File: src/rtl/astl_pkg.sv
// Shared types, codes and the character-to-prime map for the anagram signature lookup.
package astl_pkg;

  // Transaction kinds on the input port.
  typedef enum logic [1:0] {
    KIND_LOAD  = 2'd0,
    KIND_CHAR  = 2'd1,
    KIND_CLEAR = 2'd2,
    KIND_NONE  = 2'd3
  } kind_t;

  // Controller states.
  typedef enum logic [2:0] {
    ST_IDLE,
    ST_PROBE,
    ST_CMP,
    ST_UP_RD,
    ST_UP_CMP,
    ST_DN_RD,
    ST_DN_CMP,
    ST_FINISH
  } state_t;

  // Table read address selection.
  typedef enum logic [1:0] {
    RD_MID,
    RD_UP,
    RD_DOWN
  } rd_sel_t;

  // Commands from the controller to the datapath.
  typedef struct packed {
    logic    accept;
    rd_sel_t rd_sel;
    logic    narrow;
    logic    hit;
    logic    up_take;
    logic    dn_take;
    logic    emit_miss;
    logic    emit_final;
  } cmd_t;

  // Status from the datapath to the controller.
  typedef struct packed {
    logic query_end;
    logic range_open;
    logic sig_eq;
    logic up_ok;
    logic dn_ok;
  } status_t;

  localparam logic [6:0] LETTER_PRIMES [26] = '{
    7'd2,  7'd3,  7'd5,  7'd7,  7'd11, 7'd13, 7'd17, 7'd19, 7'd23,
    7'd29, 7'd31, 7'd37, 7'd37, 7'd41, 7'd43, 7'd47, 7'd53, 7'd59,
    7'd61, 7'd67, 7'd71, 7'd73, 7'd79, 7'd83, 7'd89, 7'd97
  };

  localparam logic [7:0] CH_UPPER_A = 8'h41;
  localparam logic [7:0] CH_UPPER_Z = 8'h5A;
  localparam logic [7:0] CH_LOWER_A = 8'h61;
  localparam logic [7:0] CH_LOWER_Z = 8'h7A;
  localparam logic [7:0] CH_CASE    = 8'h20;

  // Maps a raw byte to its prime; letters are case folded, unmapped bytes give zero.
  function automatic logic [6:0] char_prime(input logic [7:0] code);
    logic [7:0] c;
    logic [7:0] off;
    logic [6:0] p;
    c = code;
    if (c >= CH_UPPER_A && c <= CH_UPPER_Z) begin
      c = c + CH_CASE;
    end
    off = c - CH_LOWER_A;
    if (c >= CH_LOWER_A && c <= CH_LOWER_Z) begin
      p = LETTER_PRIMES[off[4:0]];
    end else begin
      case (c)
        8'h20:   p = 7'd101;
        8'h2D:   p = 7'd103;
        8'h2E:   p = 7'd107;
        8'h27:   p = 7'd109;
        8'h3A:   p = 7'd113;
        8'h32:   p = 7'd127;
        default: p = 7'd0;
      endcase
    end
    return p;
  endfunction

endpackage

File: src/rtl/astl_ctrl.sv
// Controller state machine that sequences table loads, queries, the search and the match scan.
module astl_ctrl (
  input  logic             clk,
  input  logic             rst,
  input  logic             start,
  input  astl_pkg::status_t status,
  output logic             busy,
  output astl_pkg::cmd_t   cmd
);

  astl_pkg::state_t state;
  astl_pkg::state_t state_next;

  // State register.
  always_ff @(posedge clk) begin
    if (rst) begin
      state <= astl_pkg::ST_IDLE;
    end else begin
      state <= state_next;
    end
  end

  // Next state.
  always_comb begin
    state_next = state;
    case (state)
      astl_pkg::ST_IDLE: begin
        if (start && status.query_end) begin
          state_next = astl_pkg::ST_PROBE;
        end
      end
      astl_pkg::ST_PROBE: begin
        state_next = status.range_open ? astl_pkg::ST_CMP : astl_pkg::ST_IDLE;
      end
      astl_pkg::ST_CMP: begin
        state_next = status.sig_eq ? astl_pkg::ST_UP_RD : astl_pkg::ST_PROBE;
      end
      astl_pkg::ST_UP_RD: begin
        state_next = status.up_ok ? astl_pkg::ST_UP_CMP : astl_pkg::ST_DN_RD;
      end
      astl_pkg::ST_UP_CMP: begin
        state_next = status.sig_eq ? astl_pkg::ST_UP_RD : astl_pkg::ST_DN_RD;
      end
      astl_pkg::ST_DN_RD: begin
        state_next = status.dn_ok ? astl_pkg::ST_DN_CMP : astl_pkg::ST_FINISH;
      end
      astl_pkg::ST_DN_CMP: begin
        state_next = status.sig_eq ? astl_pkg::ST_DN_RD : astl_pkg::ST_FINISH;
      end
      astl_pkg::ST_FINISH: begin
        state_next = astl_pkg::ST_IDLE;
      end
      default: begin
        state_next = astl_pkg::ST_IDLE;
      end
    endcase
  end

  // Outputs.
  always_comb begin
    cmd  = '0;
    cmd.rd_sel = astl_pkg::RD_MID;
    busy = (state != astl_pkg::ST_IDLE);
    case (state)
      astl_pkg::ST_IDLE: begin
        cmd.accept = start;
      end
      astl_pkg::ST_PROBE: begin
        cmd.emit_miss = !status.range_open;
      end
      astl_pkg::ST_CMP: begin
        cmd.hit    = status.sig_eq;
        cmd.narrow = !status.sig_eq;
      end
      astl_pkg::ST_UP_RD: begin
        cmd.rd_sel = astl_pkg::RD_UP;
      end
      astl_pkg::ST_UP_CMP: begin
        cmd.up_take = status.sig_eq;
      end
      astl_pkg::ST_DN_RD: begin
        cmd.rd_sel = astl_pkg::RD_DOWN;
      end
      astl_pkg::ST_DN_CMP: begin
        cmd.dn_take = status.sig_eq;
      end
      astl_pkg::ST_FINISH: begin
        cmd.emit_final = 1'b1;
      end
      default: begin
        cmd = '0;
      end
    endcase
  end

endmodule

File: config.mk
export PLATFORM = sky130hd
export DESIGN_NAME = astl_ctrl
export DESIGN_NICKNAME = d
export VERILOG_FILES = /design/src/rtl/astl_pkg.sv /design/src/rtl/astl_ctrl.sv
export SDC_FILE = /design/constraint.sdc
export NUM_CORES = 1
export LEC_CHECK = 0
export ABC_AREA = 1
export BUFFER_PORTS_ARGS = -buffer_cell sky130_fd_sc_hd__buf_2
export CORE_AREA = 2 2 39 41
export CTS_CLUSTER_DIAMETER = 30
export DETAILED_ROUTE_END_ITERATION = 12
export DIE_AREA = 0 0 41 43
export PLACE_DENSITY_LB_ADDON = 0.25
export REMOVE_ABC_BUFFERS = 1
export SYNTH_ARGS = -nofsm -noshare
export SYNTH_HDL_FRONTEND = slang
export SYNTH_SLANG_ARGS = --single-unit
File: constraint.sdc
create_clock -name clk -period 1 [get_ports clk]
set_input_delay 0.05 -clock clk [delete_from_list [all_inputs] [get_ports clk]]
set_output_delay 0.05 -clock clk [all_outputs]
set_load 0.005 [all_outputs]
# Word level (Yosys, flattened, before mapping)

Cells that the tools add are included.

Equality and inequality tests: 8
Reductions and logical operators: 5
Multiplexer cells: 15

Operators by type and width:

| operator           | number |
|---|---|
| $pmux 3 s8         | 1 |
| $eq 3x3->1 const B | 4 |
| $mux 2             | 4 |
| $mux 1             | 7 |
| $eq 3x2->1 const B | 2 |
| $mux 3             | 2 |
| $pmux 2 s2         | 1 |
| $eq 3x1->1 const B | 1 |
| $logic_not 3->1    | 1 |
| $reduce_bool 3->1  | 1 |
| $logic_not 1->1    | 2 |
| $ne 2x2->1 const B | 1 |
| $logic_and 1x1->1  | 1 |

Bits of input ports: 8
Word-level logic and storage cells: 29
Register bits: 3
Output and inout port bits: 10

# Logic depth before layout (Yosys ltp)

Gate-level depths: netlist of the first run.

Depth after elaboration: 3
Mapped depth: 8
Depth with buffers taken out: 7

# Least setup slack after synthesis of the first run

No wires, ideal clock.

Kind: register -> register
Start: register state[2]
End: register state[0]
Data required time: 0.891 ns
Period minus slack after synthesis: 0.899 ns
Setup time: 0.109 ns
Buffers on the path: 1
Setup slack: 0.101 ns
Arrival: 0.791 ns
Cell stages (with the launch flop): 6
Cells stage by stage: dfxtp_1 > buf_6 > nor3_2 > a21oi_1 > nand2_1 > inv_1

Longest elaborated chain between the ends: 2
Elaborated cells between the ends (all ways): 10
Those cells by class: eq/ne: 8; mux: 1; reduce/logical: 1

Ends and longest elaborated chain:

| what                                            | line            | text |
|---|---|---|
| start: declaration                              | astl_ctrl.sv:11 | `astl_pkg::state_t state;` |
| start signal: assignment                        | astl_ctrl.sv:17 | `state <= astl_pkg::ST_IDLE;` |
| start signal: assignment                        | astl_ctrl.sv:19 | `state <= state_next;` |
| $eq 3x3->1, or another cell as far along        | astl_ctrl.sv:26 | `case (state)` |
| $pmux 3 s8 / $ne 2x2->1 (equally long branches) | --              |  |

Several ways; a longest one is shown, not always the timed one.
A chain may end at the register's enable or synchronous reset.

==> qor.yml, run 1 <==
route:
  wl_met1_um: 328
  routed_wl_um: 983
  wl_per_cell_um: 10.5
  route.detailed.drc: 0
  drtPass1Iterations: 6
  vias_per_cell: 4.47
  dr.first_iter.drc_count: 12
  vias: 420
  wl_met3_um: 65
  ant_nets: 0
  route.top_layer_used: "met4"
  met2WireLength_um: 567
setup_path:
  worst_setup_path_end_kind: "output port"
  arrival_ps: 1090
  start_kind: "flip-flop"
  required_ps: 950
  r2r_slack_ps: -10
  worstSetupPathType: "reg2out"
  crit_fanout: 8
finish:
  antenna_cells: 0
  fillers: 140
  fin_nets: 87
  largest_reg_flops: 3
  drive_gt1_share_pct: 78.2
  final_common_cell: "buf_2"
  multi_input_area_um2: 218
  layout_common_cells: "14 x buf_2, 9 x buf_6, 8 x buf_4"
  seq_area_um2: 71.3
  top_regs: "state x3"
  largest_register: "state"
  area_growth_pct: 99.2
sta:
  finalCritPeriodShare_pct: 114
  worstMarginPinSlew_ps: 178
  slew_headroom_pct: 88.1
  setup_ws_ps: -137
  drv_slew: 0
  whs_ps: 5.11
  max_freq_mhz: 880
  hold_violations: 0
  setup-violations-final: 11
  grt_setup_unrepaired: "yes"
  fin_worst_skew_ps: 1.32
  period_minus_slack_ps: 1140
  fin_setup_tns_ps: -965
synthesis:
  synth.cell_area_um2: 313
  synth_cells: 46
  synth_top_cells_by_area: "dfxtp_1 19%, buf_6 11%, inv_1 8.4%, nand3_1 6.4%, nand3_2 6.4%"
  synth_area_per_cell_um2: 6.80
  synth_top_area_cell: "dfxtp_1"
  yosysUniqueCellTypes: 18
  ys_seq_elements: 3
  synth_top_area_share_pct: 19.2
  ys_warn_count: 0
  seq_area_frac_synth_pct: 19.2
clock_tree:
  htree_levels: 1
  clk_latency_ps: 240
  clk_path_buf_depth: 2
  cts_sinks: 3
  cts_tree: "built"
  cts_hold_buf: 0
  cts_root_buf: "clkbuf_4"
  clk_pin_slew_ps: 30
  cts_buffers: 3
placed_design:
  dp_hpwl_um: 616
  port_buffers: 17
  globalplace.congestion: 0.642
  post-place-ws_ps: -138
power:
  p_per_area_mw_per_mm2: 865
  ir_drop_v: 0.000429
  p_leak_nw: 0.345
hold_path:
  worstHoldPathType: "in2reg"
floorplanning:
  fp-row-count: 14
  die_w_um: 41
  initial_core_util_pct: 22.6
  io_pins: 18
  core_mm2: 0.00138
  fp.dieH_um: 43
  dieArea_mm2: 0.00176
grt:
  antenna_found_initial: 0
  grt_overflow: 0
  grt_use_total_pct: 11.4
  grt_start_max_net_pins: 9
  grt_pass1_wl_um: 1310
  first_global_vias: 344
status:
  status: "finished with violations"
  violations: "setup timing"
flow_run:
  maxCapViolCount: 0
-- critical path, cell delays in order, from the launching register on --
cell and delay [ps]:
dfxtp_4 380, nor3_4 220, inv_2 50, nor2_1 70, buf_2 120
-- what timing repair did --
item,4_1_cts,5_1_grt
pin swaps,6,8
buffers inserted,6,2
endpoints found under the setup margin,13,13
gates resized for setup,17,14
gates cloned,0,0
-- logic make-up after synthesis --
| logic type | count (synthesis) | share of synthesized area, % |
|---|---|---|
| simple gates | 26 | 52.0 |
| buf+inv | 16 | 27.2 |
| flops | 3 | 19.2 |
| compound gates | 1 | 1.60 |
-- path summary, 6_finish.rpt --
| kind | depth (start not counted) | startpoint | to |
|---|---|---|---|
| setup reg to reg | 6 | state[0] | state[2] |
| hold reg to reg | 3 | state[1] | state[2] |
| hold / removal | 2 | rst | state[1] |
| setup / recovery | 4 | state[1] | cmd[8] |
-- through the flow --
step	power [mW]	instances	cell area [um2]	utilization, %
finish	0.539	94	623	45.0
floorplan	0.210	43	279	-
CTS	0.520	93	552	39.9
global placement	0.267	83	437	31.6
global route	0.572	94	623	45.0
detailed placement	0.267	83	437	31.6
-- layout make-up --
type                            instances  share of cell area [%]
Inverter                               13                    9.04
Tap cell                               16                    3.21
Sequential cell                         3                    11.4
Timing Repair Buffer                   31                    37.1
Multi-Input combinational cell         27                    34.9
Clock buffer                            4                    4.22
-- metal layers --
metal / GRT usage (%) / up-vias
met4: 6.00 / 0
met1: 10.9 / 191
met2: 19.4 / 17
met3: 4.71 / 3
met5: 0 / -
li1: - / 209
-- report_power, final --
part	leakage (nW)	switching [mW]	total (mW)	internal [mW]
sequential	0.0267	0.0261	0.153	0.127
clock	0.0150	0.0645	0.214	0.150
combinational	0.304	0.0806	0.172	0.0918
total	0.345	0.171	0.539	0.368
-- cells in the mapped netlist --
master,count
inv_1,7
inv_2,5
nand2_1,5
nand3_1,4
nor2_1,4
buf_6,3
dfxtp_1,3
nand4_1,3
nand3_2,2
nor4_1,2
a21oi_1,1
inv_4,1
nand2_2,1
nand2_4,1
nor2_2,1
nor2_4,1
nor3_2,1
nor4_2,1
Power figures use the tool's default switching activity.
==> run 2: changes to the inputs <==
PLACE_DENSITY = 0.52   (was not set)
PLACE_DENSITY_LB_ADDON = not set   (was 0.25)
==> run 2 against run 1 <==
Effect of this change: the flow still finishes with violations (setup timing); via count decreased by 5.7%; sequential power shrank 9.8%; sequential share of layout area grew 0.21 points; flip-flop and latch count is the same; clock power about the same; fmax is 0.35% lower; first-iteration DRC count shrank 75%; combinational power grew 21%; cell count unchanged; power up 4.1%; worst setup slack worse by 4.0 ps; register-to-register slack lost 40 ps; critical path type unchanged.
==> qor.yml, run 2 (synthesis results as in run 1) <==
status:
  status: "finished with violations"
  violations: "setup timing"
sta:
  finalCritPeriodShare_pct: 114
  hold_violations: 0
  period_minus_slack_ps: 1140
  setup-violations-final: 12
  slew_headroom_pct: 87.6
  grt_setup_unrepaired: "yes"
  whs_ps: 132
  worstMarginPinSlew_ps: 184
  max_freq_mhz: 877
  setup_ws_ps: -141
  fin_worst_skew_ps: 5.40
  drv_slew: 0
finish:
  fin_nets: 87
  largest_register: "state"
  antenna_cells: 0
  fillers: 148
  fin_util_pct: 42.7
  seq_area_um2: 68.8
  largest_reg_flops: 3
  final_common_cell: "buf_2"
  drive_gt1_share_pct: 67.9
  area_growth_pct: 88.8
  top_regs: "state x3"
  multi_input_area_um2: 201
  layout_common_cells: "17 x buf_2, 8 x buf_4, 7 x inv_1"
route:
  wl_per_cell_um: 9.33
  vias: 396
  ant_nets: 0
  dr.first_iter.drc_count: 3
  vias_per_cell: 4.21
  drtPass1Iterations: 4
  routed_wl_um: 877
  route.detailed.drc: 0
placed_design:
  post-place-ws_ps: -1.39
  port_buffers: 17
  globalplace.congestion: 0.730
  dp_hpwl_um: 652
setup_path:
  required_ps: 950
  arrival_ps: 1090
  worstSetupPathType: "reg2out"
  start_kind: "flip-flop"
  worst_setup_path_end_kind: "output port"
  crit_fanout: 3
clock_tree:
  clk_pin_slew_ps: 40
  htree_levels: 1
  clk_path_buf_depth: 2
  clk_latency_ps: 240
  cts_root_buf: "clkbuf_4"
  cts_buffers: 3
  cts_sinks: 3
  cts_tree: "built"
power:
  ir_drop_v: 0.000743
  p_leak_nw: 0.346
  total_power_mw: 0.561
  p_per_area_mw_per_mm2: 950
grt:
  grt_start_max_net_pins: 6
  grt_use_total_pct: 11.7
  first_global_vias: 364
  grt_overflow: 0
  antenna_found_initial: 0
  grt_pass1_wl_um: 1390
floorplanning:
  initial_core_util_pct: 22.6
  core_mm2: 0.00138
  fp.dieH_um: 43
  fp-row-count: 14
  die_w_um: 41
  io_pins: 18
  dieArea_mm2: 0.00176
hold_path:
  worstHoldPathType: "in2reg"
flow_run:
  maxCapViolCount: 0
run 2: changes by cell type in the layout (fill, tap and decap cells not counted), moves of 2 or more:
| cell | change |
|---|---|
| nand3_1 | +3 |
| buf_2 | +3 |
| inv_4 | -3 |
| nand3_2 | -3 |
| buf_6 | -5 |
| inv_1 | +2 |
run 2: final timing paths:
kind | endpoint | start | slack [ps] | cells past startpoint
worst max-delay path | cmd[1] | state[1] | -140 | 3
worst min register to register | state[2] | state[2] | 660 | 4
worst min-delay path | state[0] | status[4] | 130 | 5
worst max register to register | state[1] | state[0] | -50 | 7
run 2: timing repair:
action                                  4_1_cts  5_1_grt
pin swaps                                     3        2
gates resized for setup                      11        5
endpoints found under the setup margin       12       13
endpoints found under the hold margin         2        0
setup buffers                                 5        0
gates cloned                                  0        0
hold buffers                                  1        0
run 2: layout make-up:
cell class / count / area share [%]
clock buffers: 4 / 4.45
inverters: 13 / 9.11
multi-input cells: 27 / 34.1
flip-flops and latches: 3 / 11.7
well taps: 16 / 3.39
repair buffers: 31 / 37.3
run 2: per-stage QoR:
step	cell area [um2]	cells	TNS [ps]
3_3_place_gp	457	84	-20.8
4_1_cts	568	94	-1130
3_5_place_dp	457	84	-1.39
2_1_floorplan	279	43	-19.6
6_report	591	94	-1030
5_1_grt	591	94	-1850
run 2: critical path, cell delays in order (launching register included):
cell and delay (ps):
dfxtp_4 350, buf_6 130, nor4_2 230, buf_2 150
run 2: per-layer routing:
metal | routed length, um | up-vias | share of wire (%) | GRT usage, %
li1 | - | 211 | - | -
met1 | 340 | 171 | 39 | 13.3
met2 | 475 | 14 | 54 | 18.8
met3 | 60 | 0 | 6.8 | 4.71
met4 | 0 | 0 | 0 | 4.00
met5 | 0 | - | 0 | 0
run 2: where the power goes:
group          internal, mW  switching [mW]  leakage [nW]  total, mW
clock network         0.150          0.0655        0.0150      0.215
logic                 0.112          0.0954         0.304      0.208
registers             0.126          0.0120        0.0264      0.138
